--- config.mk ---
export PLATFORM = sky130hd
export DESIGN_NAME = fbtr_ctrl
export DESIGN_NICKNAME = d
export VERILOG_FILES = /design/src/hw/rtl/fbtr_pkg.sv /design/src/hw/rtl/fbtr_ctrl.sv
export SDC_FILE = /design/constraint.sdc
export NUM_CORES = 1
export LEC_CHECK = 0
export BUFFER_PORTS_ARGS = -buffer_cell sky130_fd_sc_hd__buf_2
export CAP_MARGIN = 40
export CORE_MARGIN = 4
export CORE_UTILIZATION = 24
export DETAILED_ROUTE_END_ITERATION = 10
export GPL_TIMING_DRIVEN = 0
export SLEW_MARGIN = 20
export SYNTH_ARGS = -nofsm -noshare
export SYNTH_HDL_FRONTEND = slang
export SYNTH_SLANG_ARGS = --single-unit
export TNS_END_PERCENT = 100
--- constraint.sdc ---
create_clock -name clk_i -period 1.48 [get_ports clk_i]
set_input_delay 0 -clock clk_i [delete_from_list [all_inputs] [get_ports clk_i]]
set_output_delay 0 -clock clk_i [all_outputs]
set_load 0.03 [all_outputs]
--- src/hw/rtl/fbtr_pkg.sv ---
// ----------------------------------------------------------------------------
// fbtr_pkg
// Shared types, command codes and the 5x7 glyph table for the frame buffer
// text renderer.
// ----------------------------------------------------------------------------
package fbtr_pkg;

  // Command codes carried by the command field of a request.
  typedef enum logic [2:0] {
    CMD_CLEAR = 3'd0,
    CMD_SET   = 3'd1,
    CMD_UNSET = 3'd2,
    CMD_GLYPH = 3'd3,
    CMD_FILL  = 3'd4,
    CMD_READ  = 3'd5
  } cmd_code_e;

  // Controller to datapath commands.
  typedef struct packed {
    logic load_item;
    logic sweep_write;
    logic rmw_read;
    logic rmw_write;
    logic walk_step;
    logic result_load;
  } ctrl_cmd_t;

  // Datapath to controller status.
  typedef struct packed {
    logic in_clear;
    logic skip;
    logic walk_last;
    logic sweep_last;
    logic out_full;
  } dp_status_t;

  localparam int GLYPH_COUNT = 37;
  localparam int GLYPH_COLS  = 5;

  // Code ranges that have a glyph; slot 0 is the blank glyph.
  localparam logic [7:0] CODE_DIGIT_LO = 8'h30;
  localparam logic [7:0] CODE_DIGIT_HI = 8'h39;
  localparam logic [7:0] CODE_UPPER_LO = 8'h41;
  localparam logic [7:0] CODE_UPPER_HI = 8'h5A;
  localparam logic [5:0] SLOT_DIGIT    = 6'd1;
  localparam logic [5:0] SLOT_UPPER    = 6'd11;

  // Glyph columns, bit 0 is the top row.
  localparam logic [7:0] GLYPH_ROM [GLYPH_COUNT][GLYPH_COLS] = '{
    '{8'h00, 8'h00, 8'h00, 8'h00, 8'h00},
    '{8'h3E, 8'h51, 8'h49, 8'h45, 8'h3E}, '{8'h00, 8'h42, 8'h7F, 8'h40, 8'h00},
    '{8'h42, 8'h61, 8'h51, 8'h49, 8'h46}, '{8'h21, 8'h41, 8'h45, 8'h4B, 8'h31},
    '{8'h18, 8'h14, 8'h12, 8'h7F, 8'h10}, '{8'h27, 8'h45, 8'h45, 8'h45, 8'h39},
    '{8'h3C, 8'h4A, 8'h49, 8'h49, 8'h30}, '{8'h01, 8'h71, 8'h09, 8'h05, 8'h03},
    '{8'h36, 8'h49, 8'h49, 8'h49, 8'h36}, '{8'h06, 8'h49, 8'h49, 8'h29, 8'h1E},
    '{8'h7E, 8'h11, 8'h11, 8'h11, 8'h7E}, '{8'h7F, 8'h49, 8'h49, 8'h49, 8'h36},
    '{8'h3E, 8'h41, 8'h41, 8'h41, 8'h22}, '{8'h7F, 8'h41, 8'h41, 8'h22, 8'h1C},
    '{8'h7F, 8'h49, 8'h49, 8'h49, 8'h41}, '{8'h7F, 8'h09, 8'h09, 8'h09, 8'h01},
    '{8'h3E, 8'h41, 8'h49, 8'h49, 8'h7A}, '{8'h7F, 8'h08, 8'h08, 8'h08, 8'h7F},
    '{8'h00, 8'h41, 8'h7F, 8'h41, 8'h00}, '{8'h20, 8'h40, 8'h41, 8'h3F, 8'h01},
    '{8'h7F, 8'h08, 8'h14, 8'h22, 8'h41}, '{8'h7F, 8'h40, 8'h40, 8'h40, 8'h40},
    '{8'h7F, 8'h02, 8'h0C, 8'h02, 8'h7F}, '{8'h7F, 8'h04, 8'h08, 8'h10, 8'h7F},
    '{8'h3E, 8'h41, 8'h41, 8'h41, 8'h3E}, '{8'h7F, 8'h09, 8'h09, 8'h09, 8'h06},
    '{8'h3E, 8'h41, 8'h51, 8'h21, 8'h5E}, '{8'h7F, 8'h09, 8'h19, 8'h29, 8'h46},
    '{8'h46, 8'h49, 8'h49, 8'h49, 8'h31}, '{8'h01, 8'h01, 8'h7F, 8'h01, 8'h01},
    '{8'h3F, 8'h40, 8'h40, 8'h40, 8'h3F}, '{8'h1F, 8'h20, 8'h40, 8'h20, 8'h1F},
    '{8'h3F, 8'h40, 8'h38, 8'h40, 8'h3F}, '{8'h63, 8'h14, 8'h08, 8'h14, 8'h63},
    '{8'h07, 8'h08, 8'h70, 8'h08, 8'h07}, '{8'h61, 8'h51, 8'h49, 8'h45, 8'h43}
  };

  // Map a character code to its glyph slot; unknown codes use the blank glyph.
  function automatic logic [5:0] glyph_slot(input logic [7:0] code);
    logic [5:0] slot;
    slot = '0;
    if (code >= CODE_DIGIT_LO && code <= CODE_DIGIT_HI) begin
      slot = SLOT_DIGIT + 6'(code - CODE_DIGIT_LO);
    end else if (code >= CODE_UPPER_LO && code <= CODE_UPPER_HI) begin
      slot = SLOT_UPPER + 6'(code - CODE_UPPER_LO);
    end
    return slot;
  endfunction

endpackage

--- src/hw/rtl/fbtr_ctrl.sv ---
// ----------------------------------------------------------------------------
// fbtr_ctrl
// Sequencer for the renderer: reset clearing pass, request intake, clear
// sweep, byte read-modify-write walk and result hand-off.
// ----------------------------------------------------------------------------
module fbtr_ctrl (
  input  logic                   clk_i,
  input  logic                   rst_ni,
  input  logic                   in_valid_i,
  output logic                   in_stall_o,
  input  fbtr_pkg::dp_status_t   st_i,
  output fbtr_pkg::ctrl_cmd_t    cmd_o
);
  import fbtr_pkg::*;

  typedef enum logic [5:0] {
    S_INIT  = 6'b000001,
    S_IDLE  = 6'b000010,
    S_CLEAR = 6'b000100,
    S_READ  = 6'b001000,
    S_WRITE = 6'b010000,
    S_DONE  = 6'b100000
  } state_e;

  state_e state_q, state_d;

  // Next state and command decode.
  always_comb begin
    state_d    = state_q;
    cmd_o      = '0;
    in_stall_o = 1'b1;
    unique case (state_q)
      S_INIT: begin
        cmd_o.sweep_write = 1'b1;
        if (st_i.sweep_last) state_d = S_IDLE;
      end
      S_IDLE: begin
        in_stall_o = 1'b0;
        if (in_valid_i) begin
          cmd_o.load_item = 1'b1;
          state_d = st_i.in_clear ? S_CLEAR : S_READ;
        end
      end
      S_CLEAR: begin
        cmd_o.sweep_write = 1'b1;
        if (st_i.sweep_last) state_d = S_DONE;
      end
      S_READ: begin
        if (st_i.skip) begin
          state_d = S_DONE;
        end else begin
          cmd_o.rmw_read = 1'b1;
          state_d = S_WRITE;
        end
      end
      S_WRITE: begin
        cmd_o.rmw_write = 1'b1;
        if (st_i.walk_last) begin
          state_d = S_DONE;
        end else begin
          cmd_o.walk_step = 1'b1;
          state_d = S_READ;
        end
      end
      S_DONE: begin
        if (!st_i.out_full) begin
          cmd_o.result_load = 1'b1;
          state_d = S_IDLE;
        end
      end
      default: state_d = S_INIT;
    endcase
  end

  // State register; reset starts the clearing pass.
  always_ff @(posedge clk_i or negedge rst_ni) begin
    if (!rst_ni) begin
      state_q <= S_INIT;
    end else begin
      state_q <= state_d;
    end
  end

endmodule

==> metrics, run 1 <==
status=finished, violations left; violated checks=negative setup slack; Reg power frac=26.3%; Total GRT Usage=9.35%; Syn. warnings=0; Synth Net Count=63; Regs by FF count=state_q (6); netlist area before placement=497 um2; first-pass GRT wire length=1880 um; HP Class=primary input to flop; Worst Tran Pin Value=0.254 ns; post-route ant nets=0; count of cell types in the netlist=32; pre-CTS WS=-0.0477 ns; share of the synthesized area in the top cell type=25.2%; Main synth FF type=dfrtp_1; Post-Synthesis Cells=55; final cell count without fillers=111; # rows=16; final worst slack=-0.0305 ns; clock slew at reported path FFs=0.05 ns; # DRC=0; total CTS buffers=3; Die Wd=53.5 um; Largest Register=state_q; Detailed Routing Iterations Pass 1=4; top post-synthesis cells by area=dfrtp_1 25%, nor2_1 7.6%, dfstp_2 5.3%, o221ai_4 5.3%, xor2_1 5.3%; Slowest-stage cell, CP=dfrtp_1; max reg flops=6; # setup viols final=4; Final Cycle Share=102%; Setup crit end kind=flop; #FFs+latches synth=6; sequential fraction of the synthesis area=30.5%; core occupancy in the finished layout=39.4%; max-cap check violation count=0; dpl hpwl=854 um; critical path class=flop to flop; crit-path cells=buf_6, nor3_4, nand4bb_1, buf_6, o221ai_4, o32ai_2; cell-internal power=0.000618 W; most used cell, CP=buf_6; Placed Cells=96; Area growth, synth to finish=55.7%; final hold viol count=0; pwr dens=1390 mW/mm2; Setup Skew=0.00473 ns; commonest non-fill, non-tap cell in the layout=buf_4; latest clock arrival within the worst-skew pair=0.24 ns; Achievable Freq=662 MHz; number of buffers added on ports=14; Initial Util=25.3%; Clock power frac=15.2%; ant diodes=0; RSZ-0062 raised after global routing=yes; WL/cell=10.7 um; number of enable flip-flop cells after synthesis=0; Switching Share=42.6%; CP max FO=6; layout cells sized above 1=52.4%; commonest cells after routing, fill and taps aside=12 x buf_4, 9 x buf_2, 8 x nor2_1; Die H=53.5 um; Leakage=0.369 nW; syn avg cell area=9.03 um2; final net count=93; CTS sink cnt=6; area leader, netlist=dfrtp_1; initial antenna violation count=0; Peak VDD IR=556 uV; vias in the first global route=459; Synth async-reset ratio=100%; Die ar.=0.00286 mm2; core area=0.00196 mm2; CTS tree=done; power consumption=0.00108 W; Max Slew Vio Count=0; Crit path required time=1.60 ns; final wirelength=1190 um; crit path DAT=1.63 ns; initial DRC count=13; IO Count=15; H-tree Lvls=1; Min Clock Period, post-route=1.51 ns; setup TNS=-0.0806 ns; NetSw=0.000459 W; Longest Clk Path Bufs=2; gpl congestion=0.821; filler cell count=224; clock root buffer=clkbuf_4; worst rel slew slack=82.9%; largest net degree at the start of global routing=10; gr ovfl total=0; vias=498; Vias/cell=4.49; slowest stage delay, CP=0.36 ns; Critical Path Start Type=flop; Logic pwr share=58.5%
-- area by class of cell --
class / count / area (um2) / share of cell area (%)
timing repair buffer: 26 / 178 / 23.0
inverter: 4 / 15.0 / 1.94
clock buffer: 4 / 26.3 / 3.40
multi-input combinational: 40 / 324 / 41.9
buffer: 4 / 45.0 / 5.83
sequential: 6 / 151 / 19.6
tap: 27 / 33.8 / 4.37
-- per-stage QoR --
stage	hold slack [ns]	instance area, um2
floorplan	-0.296	502
detailed placement	-0.172	606
finish	0.0384	773
global route	0.0422	773
global placement	-0.174	606
CTS	0.0330	704
-- final timing paths --
| path | start | end | slack [ns] | depth (start not counted) |
|---|---|---|---|---|
| max | state_q[2] | state_q[2] | -0.03 | 6 |
| min | st_i[2] | state_q[3] | 0.04 | 3 |
| max reg2reg | state_q[2] | state_q[2] | -0.03 | 6 |
| min reg2reg | state_q[0] | state_q[0] | 0.59 | 2 |
| max in group asynchronous | rst_ni | state_q[0] | 1.15 | 2 |
| min in group asynchronous | rst_ni | state_q[4] | 0.10 | 2 |
-- power by group through the flow --
stage | combinational, W | clock [W] | sequential [W]
6_report | 0.000630 | 0.000164 | 0.000283
5_1_grt | 0.000692 | 0.000184 | 0.000289
4_1_cts | 0.000558 | 0.000172 | 0.000270
3_3_place_gp | 0.000520 | 0 | 0.000241
2_1_floorplan | 0.000423 | 0 | 0.000236
3_5_place_dp | 0.000530 | 0 | 0.000243
-- metal layers --
layer	track usage [%]	share of wire, %	vias up
li1	-	-	250
met1	10.5	47	238
met2	15.3	48	8
met3	3.94	3.1	2
met4	3.83	1.0	0
met5	0	0	-
-- worst max-delay path, delay by kind of cell (launching register included) --
| kind | cells | cell delay [ns] |
|---|---|---|
| compound gates | 2 | 0.38 |
| buf+inv | 2 | 0.29 |
| simple gates | 2 | 0.36 |
| flops | 1 | 0.36 |
-- synthesized netlist by cell type, types with 2 or more instances --
master,instances
buf_4,2
buf_6,2
dfrtp_1,5
inv_1,4
nand2_1,2
nand3_1,2
nor2_1,10
o21ai_1,2
xor2_1,3
-- kinds of logic (layout without fill, tap and decap cells) --
logic type,Yosys count,in the layout,synth area share [%]
DFF,6,6,30.5
and+or+nand+nor,24,24,29.0
muxes,1,1,2.02
AOI/OAI and AO/OA,11,11,19.9
buffers and inverters,9,38,11.6
xor gates and xnor gates,4,4,7.05
-- what timing repair did --
item | CTS | global route
setup endpoints to repair | 7 | 9
buffers inserted | 6 | 4
gates cloned | 0 | 0
hold endpoints to repair | 7 | 0
pin swaps | 1 | 3
gates resized for setup | 4 | 10
hold buffers | 2 | 0
Note: power is estimated with default switching activity, not from simulation.
==> inputs of run 2 (changes only) <==
--- a/config.mk
+++ b/config.mk
@@ -11,6 +11,7 @@
 export CORE_UTILIZATION = 24
 export DETAILED_ROUTE_END_ITERATION = 10
 export GPL_TIMING_DRIVEN = 0
+export SETUP_SLACK_MARGIN = 0.3
 export SLEW_MARGIN = 20
 export SYNTH_ARGS = -nofsm -noshare
 export SYNTH_HDL_FRONTEND = slang
==> constraint.sdc (replaced) <==
create_clock -name clk_i -period 1.6 [get_ports clk_i]
set_input_delay 0 -clock clk_i [delete_from_list [all_inputs] [get_ports clk_i]]
set_output_delay 0 -clock clk_i [all_outputs]
set_load 0.03 [all_outputs]
==> metrics, run 2 (same netlist as run 1, synthesis figures left out) <==
vias=520 (+4.4%); grt met1 use=13.5% (+3.0 points); routing usage on met3=4.51% (+0.56 points); final net count=97 (+4.3%); final hold viol count=0 (unchanged); grt met2 use=19.4% (+4.1 points); worst rel slew slack=76.3% (-6.6 points); layout cells sized above 1=58.0% (+5.6 points); clock slew at reported path FFs=0.05 ns (about the same); first-pass GRT wire length=2350 um (+25%); CTS sink cnt=6 (unchanged); slowest stage delay, CP=0.39 ns (+0.03 ns); r2r setup slk=0.09 ns (+0.12 ns); Min Clock Period, post-route=1.51 ns (+0.000868 ns); WHS=0.00944 ns (-0.0290 ns); latest clock arrival within the worst-skew pair=0.25 ns (about the same); GRT Max-Usage Layer=met2; CP top delay family=compound AO/OA/AOI/OAI gates; core occupancy in the finished layout=44.2% (+4.8 points); Total GRT Usage=11.9% (+2.5 points); clock root buffer=clkbuf_4; pwr dens=1290 mW/mm2 (-7.6%); Peak VDD IR=572 uV (+2.8%); WL/cell=12.1 um (+13%); Leakage=0.396 nW (+7.2%); HP Class=primary input to flop; post-route ant nets=0 (unchanged); Vias/cell=4.52 (+0.79%); Largest Register=state_q; ant diodes=0 (unchanged); total CTS buffers=3 (unchanged); Slowest-stage cell, CP=or3_4; gpl congestion=0.797 (-2.9%); dpl hpwl=907 um (+6.3%); crit-path cells=buf_6, buf_4, or3_4, o211ai_2, o21ai_1, a21oi_1; Setup Skew=0.000852 ns (-0.00387 ns); H-tree Lvls=1 (unchanged); Die ar.=0.00286 mm2 (unchanged); Worst Path Buf+Inv=2 (unchanged); Crit path required time=1.77 ns (+0.17 ns); Achievable Freq=662 MHz (about the same); Worst Tran Pin Value=0.356 ns (+0.102 ns); filler cell count=209 (-6.7%); core area=0.00196 mm2 (unchanged); # DRC=0 (unchanged); CP max FO=4 (-2); commonest non-fill, non-tap cell in the layout=buf_4; initial DRC count=3 (-10); Die H=53.5 um (unchanged); max-cap check violation count=0 (unchanged); Setup crit end kind=flop; Critical Path Start Type=flop; CTS tree=done; Regs by FF count=state_q (6); Longest Clk Path Bufs=2 (unchanged); max reg flops=6 (unchanged); initial antenna violation count=0 (unchanged); hold buffer count at cts=2 (unchanged); Die Wd=53.5 um (unchanged); crit path DAT=1.69 ns (+0.06 ns); # rows=16 (unchanged); status=finished clean; Final Cycle Share=94.5% (-7.6 points); power consumption=0.00112 W (+3.6%); critical path class=flop to flop; vias in the first global route=550 (+20%); # setup viols final=0 (-4); IO Count=15 (unchanged); final wirelength=1400 um (+17%); largest net degree at the start of global routing=10 (unchanged); Initial Util=25.3% (unchanged); gr ovfl total=0 (unchanged); Detailed Routing Iterations Pass 1=5 (+1); pre-CTS WS=0.110 ns (+0.158 ns); number of buffers added on ports=14 (unchanged); commonest cells after routing, fill and taps aside=14 x buf_4, 11 x buf_6, 7 x buf_2; Area growth, synth to finish=74.6%; final worst slack=0.0887 ns (+0.119 ns); RSZ-0062 raised after global routing=yes; setup TNS=0 ns (+0.0806 ns); Max Slew Vio Count=0 (unchanged)
==> run 2: timing repair <==
item / in CTS / in global routing
pin swaps: 8 / 6
cloned: 0 / 0
resized for setup: 21 / 9
setup endpoints to repair: 12 / 12
setup buffers: 9 / 4
endpoints found under the hold margin: 7 / 1
==> run 2: stage by stage <==
step | area [um2] | cells
after CTS | 797 | 111
after global placement | 614 | 96
after global routing | 867 | 115
final | 867 | 115
after detailed placement | 614 | 96
after floorplan | 510 | 55
==> run 2: worst paths after layout <==
| kind | to | from | cells past startpoint |
|---|---|---|---|
| max | state_q[0] | state_q[4] | 6 |
| max in group asynchronous | state_q[0] | rst_ni | 2 |
| max reg2reg | state_q[0] | state_q[4] | 6 |
| min | state_q[1] | in_valid_i | 2 |
| min reg2reg | state_q[4] | state_q[1] | 3 |
| min in group asynchronous | state_q[1] | rst_ni | 2 |
==> run 2: area by class of cell <==
cell class | count | area [um2] | area share (%)
Inverter | 4 | 15.0 | 1.73
Multi-Input combinational cell | 40 | 355 | 41.0
Clock buffer | 4 | 26.3 | 3.03
Buffer | 5 | 56.3 | 6.49
Tap cell | 27 | 33.8 | 3.90
Sequential cell | 6 | 153 | 17.6
Timing Repair Buffer | 29 | 228 | 26.3
==> run 2: routing by layer <==
metal	wire, um	share of wire [%]	up-vias
li1	-	-	264
met1	631	45	231
met2	659	47	20
met3	79	5.7	5
met4	25	1.8	0
met5	0	0	-
==> run 2: power breakdown <==
part / internal, W / leakage (nW) / switching [W]
Sequential: 0.000197 / 0.0773 / 0.0000386
Combinational: 0.000351 / 0.303 / 0.000372
Clock: 0.0000950 / 0.0150 / 0.0000623
Total: 0.000644 / 0.396 / 0.000473
==> inputs of run 3 (changes only) <==
==> constraint.sdc (replaced) <==
create_clock -name clk_i -period 1.3 [get_ports clk_i]
set_input_delay 0 -clock clk_i [delete_from_list [all_inputs] [get_ports clk_i]]
set_output_delay 0 -clock clk_i [all_outputs]
set_load 0.03 [all_outputs]
==> metrics, run 3 (same netlist as run 1, synthesis figures left out) <==
max-cap check violation count=0 (unchanged); vias in the first global route=515 (-6.4%); first-pass GRT wire length=2260 um (-4.1%); crit-path cells=buf_6, nor3_4, nand4bb_1, buf_6, o221ai_4, o32ai_2; Leakage=0.389 nW (-1.6%); Worst Tran Pin Value=0.288 ns (-0.0685 ns); number of buffers added on ports=14 (unchanged); CP top delay family=flip-flops; Vias/cell=4.52 (about the same); Achievable Freq=682 MHz (+3.1%); Area growth, synth to finish=76.6%; violated checks=negative setup slack; max reg flops=6 (unchanged); Setup crit end kind=flop; Longest Clk Path Bufs=2 (unchanged); commonest cells after routing, fill and taps aside=12 x buf_6, 12 x buf_4, 7 x buf_2; Largest Register=state_q; total CTS buffers=3 (unchanged); CP max FO=6 (+2); Min Clock Period, post-route=1.47 ns (-0.0452 ns); max layer used=met4; most used cell, CP=buf_6; gpl congestion=0.736 (-7.7%); largest net degree at the start of global routing=10 (unchanged); pwr dens=1530 mW/mm2 (+19%); final worst slack=-0.166 ns (-0.255 ns); Regs by FF count=state_q (6); final hold viol count=0 (unchanged); latest clock arrival within the worst-skew pair=0.25 ns (about the same); ant diodes=0 (unchanged); Slowest-stage cell, CP=dfrtp_1; slowest stage delay, CP=0.37 ns (-0.02 ns); Setup Skew=0.00712 ns (+0.00627 ns); H-tree Lvls=1 (unchanged); # DRC=0 (unchanged); worst rel slew slack=80.6% (+4.4 points); Die ar.=0.00286 mm2 (unchanged); Die H=53.5 um (unchanged); core area=0.00196 mm2 (unchanged); final net count=96 (-1.0%); # rows=16 (unchanged); Register Area=153 um2 (unchanged); Total GRT Usage=11.2% (-0.67 points); initial DRC count=5 (+2); Critical Path Start Type=flop; clock root buffer=clkbuf_4; power consumption=0.00134 W (+20%); Max Slew Vio Count=0 (unchanged); Die Wd=53.5 um (unchanged); # setup viols final=12 (+12); placed cell areas=636 um2 (+3.5%); post-route ant nets=0 (unchanged); final wirelength=1310 um (-6.1%); Crit path required time=1.42 ns (-0.35 ns); vias=515 (-0.96%); gr ovfl total=0 (unchanged); IO Count=15 (unchanged); final instance area=877 um2 (+1.2%); setup TNS=-1.22 ns (-1.22 ns); met2 WL=706 um (+7.1%); layout cells sized above 1=64.4% (+6.4 points); CTS sink cnt=6 (unchanged); initial antenna violation count=0 (unchanged); dpl hpwl=860 um (-5.2%); CTS tree=done; WL/cell=11.5 um (-5.3%); Worst Path Buf+Inv=2 (unchanged); HP Class=primary input to flop; Detailed Routing Iterations Pass 1=4 (-1); Routed met1 length=538 um (-15%); Placed Cells=96 (unchanged); Initial Util=25.3% (unchanged); wire length on met3=39 um (-51%); Final Cycle Share=113% (+18 points); status=finished, violations left; RSZ-0062 raised after global routing=yes; clock slew at reported path FFs=0.04 ns (about the same); Peak VDD IR=596 uV (+4.2%); crit path DAT=1.59 ns (-0.10 ns); filler cell count=213 (+1.9%); Multi-input gate area=369 um2 (+3.9%); WHS=0.0288 ns (+0.0194 ns); critical path class=flop to flop; final cell count without fillers=114 (-0.87%)
-- run 3: cell count changes in the layout (fill, tap and decap cells not counted), sizes merged --
cell	before	now
buf	32	31
-- run 3: worst register-to-register path, delay by kind of cell, from the launching register on --
| kind | cells | cell delay, ns |
|---|---|---|
| AO/OA/AOI/OAI | 2 | 0.36 |
| buffers and inverters | 2 | 0.30 |
| AND/OR/NAND/NOR | 2 | 0.32 |
| flip-flops | 1 | 0.37 |
-- run 3: power by group --
part	total (W)	leakage (nW)	switching (W)	internal, W
combinational	0.000855	0.297	0.000443	0.000412
sequential	0.000298	0.0773	0.0000555	0.000243
clock	0.000188	0.0150	0.0000712	0.000116
total	0.00134	0.389	0.000570	0.000772
-- run 3: routing by layer --
| layer | vias to the layer above | global-route usage, % |
|---|---|---|
| li1 | 257 | - |
| met1 | 241 | 12.6 |
| met2 | 13 | 19.0 |
| met3 | 4 | 2.82 |
| met4 | 0 | 6.38 |
| met5 | - | 0 |
-- run 3: worst paths after layout --
| kind | start | end | slack [ns] | depth (start not counted) |
|---|---|---|---|---|
| worst max-delay path | state_q[2] | state_q[2] | -0.17 | 6 |
| worst max register to register | state_q[2] | state_q[2] | -0.17 | 6 |
| min in group asynchronous | rst_ni | state_q[5] | 0.10 | 2 |
| max in group asynchronous | rst_ni | state_q[0] | 0.98 | 2 |
| worst min register to register | state_q[0] | state_q[0] | 0.64 | 3 |
| worst min-delay path | in_valid_i | state_q[1] | 0.03 | 2 |
-- run 3: repair_timing --
item                                    in CTS  in global routing
pin swaps                                    7                  0
gates resized for setup                     24                  4
gates cloned                                 0                  0
hold buffers                                 2                  0
hold endpoints to repair                     7                  0
setup buffers                               12                  0
endpoints found under the setup margin      13                 13
-- run 3: layout make-up --
cell class                 count  area share [%]
sequential                     6            17.4
timing repair buffer          28            25.5
buffer                         5            6.42
clock buffer                   4            3.00
multi-input combinational     40            42.1
tap                           27            3.85
inverter                       4            1.71
-- run 3: stage by stage --
stage / setup slack, ns / util (%)
2_1_floorplan: -0.0731 / -
3_3_place_gp: -0.161 / 32.4
3_5_place_dp: -0.165 / 32.4
4_1_cts: -0.163 / 43.8
5_1_grt: -0.283 / 44.7
6_report: -0.166 / 44.7
